### src/rtl/core/m64chk_pkg.sv
package m64chk_pkg;

  // field and register widths
  localparam int unsigned WORD_WIDTH  = 64;
  localparam int unsigned HALF_WIDTH  = 32;
  localparam int unsigned COUNT_WIDTH = 20;
  localparam int unsigned LIMIT_WIDTH = 20;
  localparam int unsigned ADDR_WIDTH  = 4;

  // seed and finaliser constants
  localparam logic [WORD_WIDTH-1:0] SEED_VALUE = 64'h9e37_79b9_7f4a_7c15;
  localparam logic [WORD_WIDTH-1:0] MUL_ONE    = 64'hbf58_476d_1ce4_e5b9;
  localparam logic [WORD_WIDTH-1:0] MUL_TWO    = 64'h94d0_49bb_1331_11eb;
  localparam int unsigned SHIFT_ONE   = 30;
  localparam int unsigned SHIFT_TWO   = 27;
  localparam int unsigned SHIFT_THREE = 31;

  // reset values of the registers
  localparam logic [WORD_WIDTH-1:0]  EXPECTED_RESET   = 64'h0;
  localparam logic [LIMIT_WIDTH-1:0] WORD_LIMIT_RESET = 20'd131069;

  // register indexes (byte address bit 3)
  localparam logic REG_EXPECTED   = 1'b0;
  localparam logic REG_WORD_LIMIT = 1'b1;

  // status codes
  localparam logic [1:0] ST_SUCCESS     = 2'd0;
  localparam logic [1:0] ST_INPUT_ERROR = 2'd1;
  localparam logic [1:0] ST_MISMATCH    = 2'd2;

  // partial product selected for the shared 32x32 multiplier
  typedef enum logic [1:0] {
    PH_CROSS0,
    PH_CROSS1,
    PH_LOW
  } mul_phase_t;

  // commands from controller to datapath
  typedef struct packed {
    logic       take_word;
    logic       mul_en;
    mul_phase_t phase;
    logic       second;
    logic       emit;
  } dp_cmd_t;

endpackage

### src/rtl/core/m64chk_dp.sv
module m64chk_dp (
  input  logic                                   clk,
  input  logic                                   rst,
  input  m64chk_pkg::dp_cmd_t                    cmd,
  input  logic [m64chk_pkg::WORD_WIDTH-1:0]      data_word,
  input  logic [m64chk_pkg::WORD_WIDTH-1:0]      expected_value,
  input  logic [m64chk_pkg::LIMIT_WIDTH-1:0]     word_limit,
  output logic [m64chk_pkg::WORD_WIDTH-1:0]      hash_value,
  output logic [1:0]                             status_code
);
  import m64chk_pkg::*;

  logic [WORD_WIDTH-1:0]  accumulator;
  logic [COUNT_WIDTH-1:0] word_counter;
  logic                   overflow_flag;
  logic [WORD_WIDTH-1:0]  x;
  logic [HALF_WIDTH-1:0]  cross_sum;

  logic [WORD_WIDTH-1:0]  x_in;
  logic [WORD_WIDTH-1:0]  x_mix;
  logic [WORD_WIDTH-1:0]  mul_const;
  logic [HALF_WIDTH-1:0]  mul_a;
  logic [HALF_WIDTH-1:0]  mul_b;
  logic [WORD_WIDTH-1:0]  mprod;
  logic [WORD_WIDTH-1:0]  full;
  logic                   limit_hit;

  // fold the word and apply the first xor-shift
  assign x_in  = accumulator ^ data_word;
  assign x_mix = x_in ^ (x_in >> SHIFT_ONE);

  // operand halves for the shared multiplier
  assign mul_const = cmd.second ? MUL_TWO : MUL_ONE;
  always_comb begin
    case (cmd.phase)
      PH_CROSS0: begin
        mul_a = x[HALF_WIDTH-1:0];
        mul_b = mul_const[WORD_WIDTH-1:HALF_WIDTH];
      end
      PH_CROSS1: begin
        mul_a = x[WORD_WIDTH-1:HALF_WIDTH];
        mul_b = mul_const[HALF_WIDTH-1:0];
      end
      default: begin
        mul_a = x[HALF_WIDTH-1:0];
        mul_b = mul_const[HALF_WIDTH-1:0];
      end
    endcase
  end

  assign mprod = {{HALF_WIDTH{1'b0}}, mul_a} * {{HALF_WIDTH{1'b0}}, mul_b};
  // low 64 bits of the full product: cross terms shifted up plus low term
  assign full  = {cross_sum, {HALF_WIDTH{1'b0}}} + mprod;

  assign limit_hit = (word_counter >= word_limit) || (word_counter == '1);

  // message state: accumulator, word count, overflow
  always_ff @(posedge clk) begin
    if (rst) begin
      accumulator   <= SEED_VALUE;
      word_counter  <= '0;
      overflow_flag <= 1'b0;
    end else begin
      if (cmd.take_word) begin
        if (limit_hit) begin
          overflow_flag <= 1'b1;
        end else begin
          word_counter <= word_counter + 1'b1;
        end
      end
      if (cmd.mul_en && cmd.second && cmd.phase == PH_LOW) begin
        accumulator <= full ^ (full >> SHIFT_THREE);
      end
      if (cmd.emit) begin
        accumulator   <= SEED_VALUE;
        word_counter  <= '0;
        overflow_flag <= 1'b0;
      end
    end
  end

  // working value and partial products
  always_ff @(posedge clk) begin
    if (cmd.take_word) begin
      x <= x_mix;
    end
    if (cmd.mul_en) begin
      case (cmd.phase)
        PH_CROSS0: cross_sum <= mprod[HALF_WIDTH-1:0];
        PH_CROSS1: cross_sum <= cross_sum + mprod[HALF_WIDTH-1:0];
        PH_LOW: begin
          if (!cmd.second) begin
            x <= full ^ (full >> SHIFT_TWO);
          end
        end
        default: cross_sum <= cross_sum;
      endcase
    end
  end

  // result register
  always_ff @(posedge clk) begin
    if (cmd.emit) begin
      if (overflow_flag) begin
        hash_value  <= '0;
        status_code <= ST_INPUT_ERROR;
      end else if (accumulator == expected_value) begin
        hash_value  <= accumulator;
        status_code <= ST_SUCCESS;
      end else begin
        hash_value  <= accumulator;
        status_code <= ST_MISMATCH;
      end
    end
  end

  // a finished message leaves a fresh accumulator
  a_reseed: assert property (@(posedge clk) disable iff (rst)
    cmd.emit |=> (accumulator == SEED_VALUE && word_counter == '0 && !overflow_flag))
    else $error("accumulator not re-seeded after finish");

endmodule

### config.mk
export PLATFORM = sky130hd
export DESIGN_NAME = m64chk_dp
export DESIGN_NICKNAME = d
export VERILOG_FILES = /design/src/rtl/core/m64chk_pkg.sv /design/src/rtl/core/m64chk_dp.sv
export SDC_FILE = /design/constraint.sdc
export NUM_CORES = 2
export LEC_CHECK = 0
export BUFFER_PORTS_ARGS = -buffer_cell sky130_fd_sc_hd__buf_2
export CAP_MARGIN = 0
export CORE_MARGIN = 2
export CORE_UTILIZATION = 25
export CTS_BUF_LIST = sky130_fd_sc_hd__clkbuf_8
export DETAILED_ROUTE_END_ITERATION = 7
export PLACE_DENSITY = 0.37
export SETUP_SLACK_MARGIN = 0.5
export SLEW_MARGIN = 30
export SYNTH_ARGS = -nofsm -noshare
export SYNTH_HDL_FRONTEND = slang
export SYNTH_SLANG_ARGS = --single-unit
### constraint.sdc
create_clock -name clk -period 13.9 [get_ports clk]
set_input_delay 2.085 -clock clk [delete_from_list [all_inputs] [get_ports clk]]
set_output_delay 2.085 -clock clk [all_outputs]
set_load 0.02 [all_outputs]
== Word-level counts from Yosys, hierarchy flattened ==
Index checks and enable logic that the tools add are counted.

* Memory bits (read-only): 0
* Output and inout port bits: 66
* Latch bits: 0
* Memories: 0
* Bits in registers: 247
* Bits in writable memories: 0

* Reduce and logical (&&, ||, !) cells: 9
* Multipliers: 1
* $lt $le $gt $ge: 1
* Div/mod/pow operators: 0
* Bitwise logic cells: 5
* $add $sub $neg: 3
* Shift-type cells: 0
* Muxes and demuxes: 9
* Eq/ne operators: 4

{| class="wikitable"
|+ Operators by type and width
! cell !! number
|-
| 64-bit 2-to-1 mux || 4
|-
| 64-bit adder || 1
|-
| 64-bit == test || 1
|-
| 32-bit by 32-bit multiplier with 64-bit output || 1
|-
| 32-bit 2-to-1 mux || 2
|-
| 32-bit case mux with 2 select lines || 1
|-
| 64-bit by 33-bit XOR with 64-bit output || 1
|-
| 64-bit by 34-bit XOR with 64-bit output || 1
|-
| 64-bit by 37-bit XOR with 64-bit output || 1
|-
| 64-bit XOR || 1
|-
| 62-bit 2-to-1 mux || 1
|-
| 32-bit adder || 1
|-
| 20-bit by 1-bit adder with 20-bit output, second input constant || 1
|-
| 20-bit == test, second input constant || 1
|-
| 20-bit >= comparator || 1
|-
| 2-bit AND reduction || 3
|-
| 2-bit by 1-bit == test with 1-bit output, second input constant || 1
|-
| 2-bit == test, second input constant || 1
|-
| 1-bit logical AND || 2
|-
| 2-bit zero test || 1
|-
| 2-bit 2-to-1 mux || 1
|-
| 2-bit nonzero test || 1
|-
| 2-bit OR reduction || 1
|-
| 1-bit logical OR || 1
|-
| 1-bit inverter || 1
|}

== Depth between registers and ports, before layout ==
* Depth after elaboration: 8
* Mapped depth: 46
* Depth with buffers taken out: 43

== Least setup slack after synthesis ==
No wires, ideal clock.

* Path kind: input-to-reg
* Start: in cmd[2] (netlist name)
* End: reg accumulator[30]
* Library setup time: 0.141 ns
* Data arrival time: 12.398 ns
* Slack: 1.361 ns
* Required time: 13.759 ns
* Stages on the path: 41
* Path through: nor2b_1 clkbuf_1 clkbuf_1 mux2i_1 nor2_1 nand2_1 inv_1 fa_1 inv_1 fa_1 fa_1 fa_1 inv_1 fa_1 fa_1 fa_1 inv_1 fa_1 [... 5 more ...] nor4_1 and3_1 a32o_1 o21bai_1 o21ai_1 a31oi_1 xnor2_1 ha_1 a211oi_1 o211ai_1 a41oi_1 nor2b_1 a2111o_1 a211o_1 o31a_1 xor2_1 xnor2_1 o211ai_1

* Cells in the longest elaborated chain, start to end: 5

{| class="wikitable"
|+ Ends and longest elaborated chain
! what !! RTL line !! source
|-
| from (decl) || m64chk_dp.sv:4 || <nowiki>input m64chk_pkg::dp_cmd_t cmd,</nowiki>
|-
| 2-bit by 1-bit == test with 1-bit output or 2-bit zero test (tied branches) || m64chk_dp.sv:35 || <nowiki>case (cmd.phase)</nowiki>
|-
| 32-bit 2-to-1 mux || m64chk_dp.sv:35 ||
|-
| 32-bit by 32-bit multiplier with 64-bit output || m64chk_dp.sv:51 || <nowiki>assign mprod = {{HALF_WIDTH{1'b0}}, mul_a} * {{HALF_WIDTH{1'b0}}, mul_b};</nowiki>
|-
| 64-bit adder || m64chk_dp.sv:53 || <nowiki>assign full = {cross_sum, {HALF_WIDTH{1'b0}}} + mprod;</nowiki>
|-
| 64-bit by 33-bit XOR with 64-bit output || m64chk_dp.sv:72 || <nowiki>accumulator <= full ^ (full >> SHIFT_THREE);</nowiki>
|-
| to (signal assigned) || m64chk_dp.sv:72 ||
|-
| to (decl) || m64chk_dp.sv:13 || <nowiki>logic [WORD_WIDTH-1:0] accumulator;</nowiki>
|}

Parallel ways exist; a longest one is shown, timed or not.
A chain may end at the register's enable or synchronous reset.

== Worst setup path in the final report ==
* Start: in cmd[3] (netlist name)
* End: reg accumulator[31]

The elaborated chain is that of the path after synthesis.

==> reports/results.tsv <==
metric	value	unit
status	finished clean	
Pre-Repair DR Iteration Count	7	
most common cell after layout, fill and taps aside	inv_1	
stages on the worst setup path	41	
die outline width	426	µm
TritonCTS Sinks	247	
clk_lat worst skew	0.62	ns
worst-margin pin slew	1.04	ns
Critical Path Max Stage Delay	0.54	ns
relative slew slack	0.304	
Core Area	178000	µm²
Post-Route WL	193000	µm
gpl congestion	0.901	
fillcell total	19221	
Syn-to-layout area delta	14.4	%
crit path capture type	register	
Placed Cells	7501	
yosys warns	0	
DP Worst Slack	0.103	ns
Cell Count, Final, Fillers Out	7581	
Residual DRC	0	
Port Buf Inserts	221	
largest net degree at the start of global routing	78	
predominant post-synthesis flop cell	dfxtp_1	
Yosys top cell area share	0.359	
nets	6592	
vias per cell	4.57	
Crit path max-delay family	adder cells	
CP Data Required Time	14.37	ns
critical path class	in -> reg	
Synth Cell Area	44600	µm²
Crit Path Max Fanout	40	
First DRT Iteration DRCs	2655	
clock buffer count from CTS	42	
max-slew violations	0	
initial core utilization	0.251	
layout cells sized above 1	0.115	
hold depth	2	
leading area contributor after synthesis	fa_1	
Total GRT Usage	0.213	
post-synthesis sequential area ratio	0.133	
CTS tree	done	
post-synthesis cell count	4840	
Multi-input gate area	34200	µm²
RSZ-0062 raised after global routing	no	
final hold slack	0.527	ns
setup violators final	0	
Final Skew	0.0437	ns
htree depth	2	
Arr. time, crit path	13.41	ns
net count after synthesis	6241	
fmax	77.3	MHz
number of global-route vias before repair	36839	
drt wl/cell	25.5	µm
Final period util	0.931	
Clock Pin Slew Worst Setup and Hold Paths	0.07	ns
Post-synth EDFFs	98	
global-route wire length before repair	276000	µm
maxcap violations	0	
die height	426	µm
Post-CTS Setup Bufs	0	
post-route setup slack	0.958	ns
Synth Area per Inst	9.22	µm²
HPWL Detailed	170000	µm
Post-DRT Antenna Nets	0	
Worst Hold Class	reg -> reg	
post-synthesis sequential element count	247	
synth unique cells	84	
CP Buf/Inv Count	9	
Post-synth ARST share	0	
grt ovf	0	
initial antenna violation count	7	
commonest non-fill, non-tap cells in the layout	inv_1 (1077), fa_1 (799), nand2_1 (450)	
CTS Root Cell	clkbuf_8	
# rows	155	
IO Count	222	
Final Critical Period	12.94	ns
Clock Path Buffers	3	
total number of vias	34673	
worst r2r path cells	39	
hold-fix buffers at CTS	0	
TNS Setup	0	ns
CP Launch Type	primary input	
top area cells in the synthesized netlist	fa_1 (36%), ha_1 (13%), inv_1 (8.9%)	
Worst path most repeated cell	fa_1	
Storage cell area	5930	µm²
slowest CP cell	fa_1	
final hold violations	0	
die area	182000	µm²
synth_stat cells (4+ instances only):
library cell  count
nand2_1         452
nor3_1           35
o31ai_1           6
a21o_1           75
a211oi_1         23
ha_1            446
o211ai_1         74
xor2_1          113
a211o_1           4
a2111oi_0         5
nand4_1          31
edfxtp_1         98
a311oi_1          5
a21oi_1         190
mux2i_1          14
or3_1             4
nand3_1          38
nand2b_1         15
o21a_1           13
fa_1            799
a31oi_1          20
o22ai_1           9
nor2_1          309
buf_1            20
nand3b_1         10
clkinv_1          4
or2_2            11
buf_2             5
nor3b_1           6
o21bai_1         17
and3_1           15
a31o_2            9
nor4_1           20
o21ai_0         171
clkbuf_1        134
dfxtp_1         149
xnor2_1         249
o21ai_1           7
and4_1            5
a21boi_0          4
inv_1          1055
nor2b_1          85
and2_1           21
a211oi_2          4
flip-flops by register name, summed over array words and instances (netlist names):
| signal | cells |
|---|---|
| x | 64 |
| cross_sum | 32 |
| overflow_flag | 1 |
| accumulator | 64 |
| status_code | 2 |
| word_counter | 20 |
| hash_value | 64 |
stage by stage:
stage	util	area (µm²)
2_1_floorplan	-	44600
3_3_place_gp	0.282	50100
3_5_place_dp	0.282	50100
4_1_cts	0.286	50900
5_1_grt	0.287	51000
6_report	0.287	51000
routing by layer:
metal | vias to the layer above | routed length, µm | track usage
li1 | 15857 | - | -
met5 | - | 0 | 0
met2 | 731 | 90500 | 0.349
met1 | 17980 | 92900 | 0.313
met4 | 0 | 2720 | 0.0252
met3 | 105 | 6990 | 0.0160
timing repair:
action	4_1_cts	5_1_grt
hold endpoints to repair	0	0
endpoints found under the setup margin	0	30
gates resized for setup	0	14
cells by family after synthesis:
group / count (synthesis) / synth area share
buffers and inverters: 1221 / 0.103
AO/OA/AOI/OAI: 683 / 0.0980
AND/OR/NAND/NOR: 1061 / 0.105
XOR/XNOR: 369 / 0.0742
multiplexers: 14 / 0.00314
adder cells (fa/ha/maj): 1245 / 0.484
flip-flops: 247 / 0.133
worst register-to-register path: cells and delay by family, from the launching register on:
kind | cells | cell delay [ns]
adder cells (fa/ha/maj) | 10 | 4.67
AND/OR/NAND/NOR | 5 | 1.23
buffers and inverters | 10 | 1.30
flip-flops | 1 | 0.63
multiplexers | 1 | 0.22
XOR/XNOR | 3 | 0.77
AO/OA/AOI/OAI | 10 | 2.26
worst paths after layout:
kind,slack [ns],endpoint,start
worst max register to register,2.68,accumulator[31],x[20]
worst min register to register,0.53,x[44],x[44]
worst max-delay path,0.96,accumulator[31],cmd[3]
worst min-delay path,0.53,x[44],x[44]
area by class of cell:
class / instances / share of cell area
diodes: 2 / 0.0000981
clock buffers: 49 / 0.0132
clock inverters: 28 / 0.00284
inverters: 1059 / 0.0779
multi-input cells: 3372 / 0.671
flip-flops and latches: 247 / 0.116
well taps: 2355 / 0.0577
repair buffers: 469 / 0.0610
Power is left out: the tool's default activity adds up to more than one toggle a clock period on the data nets, which glitch-free logic cannot reach.
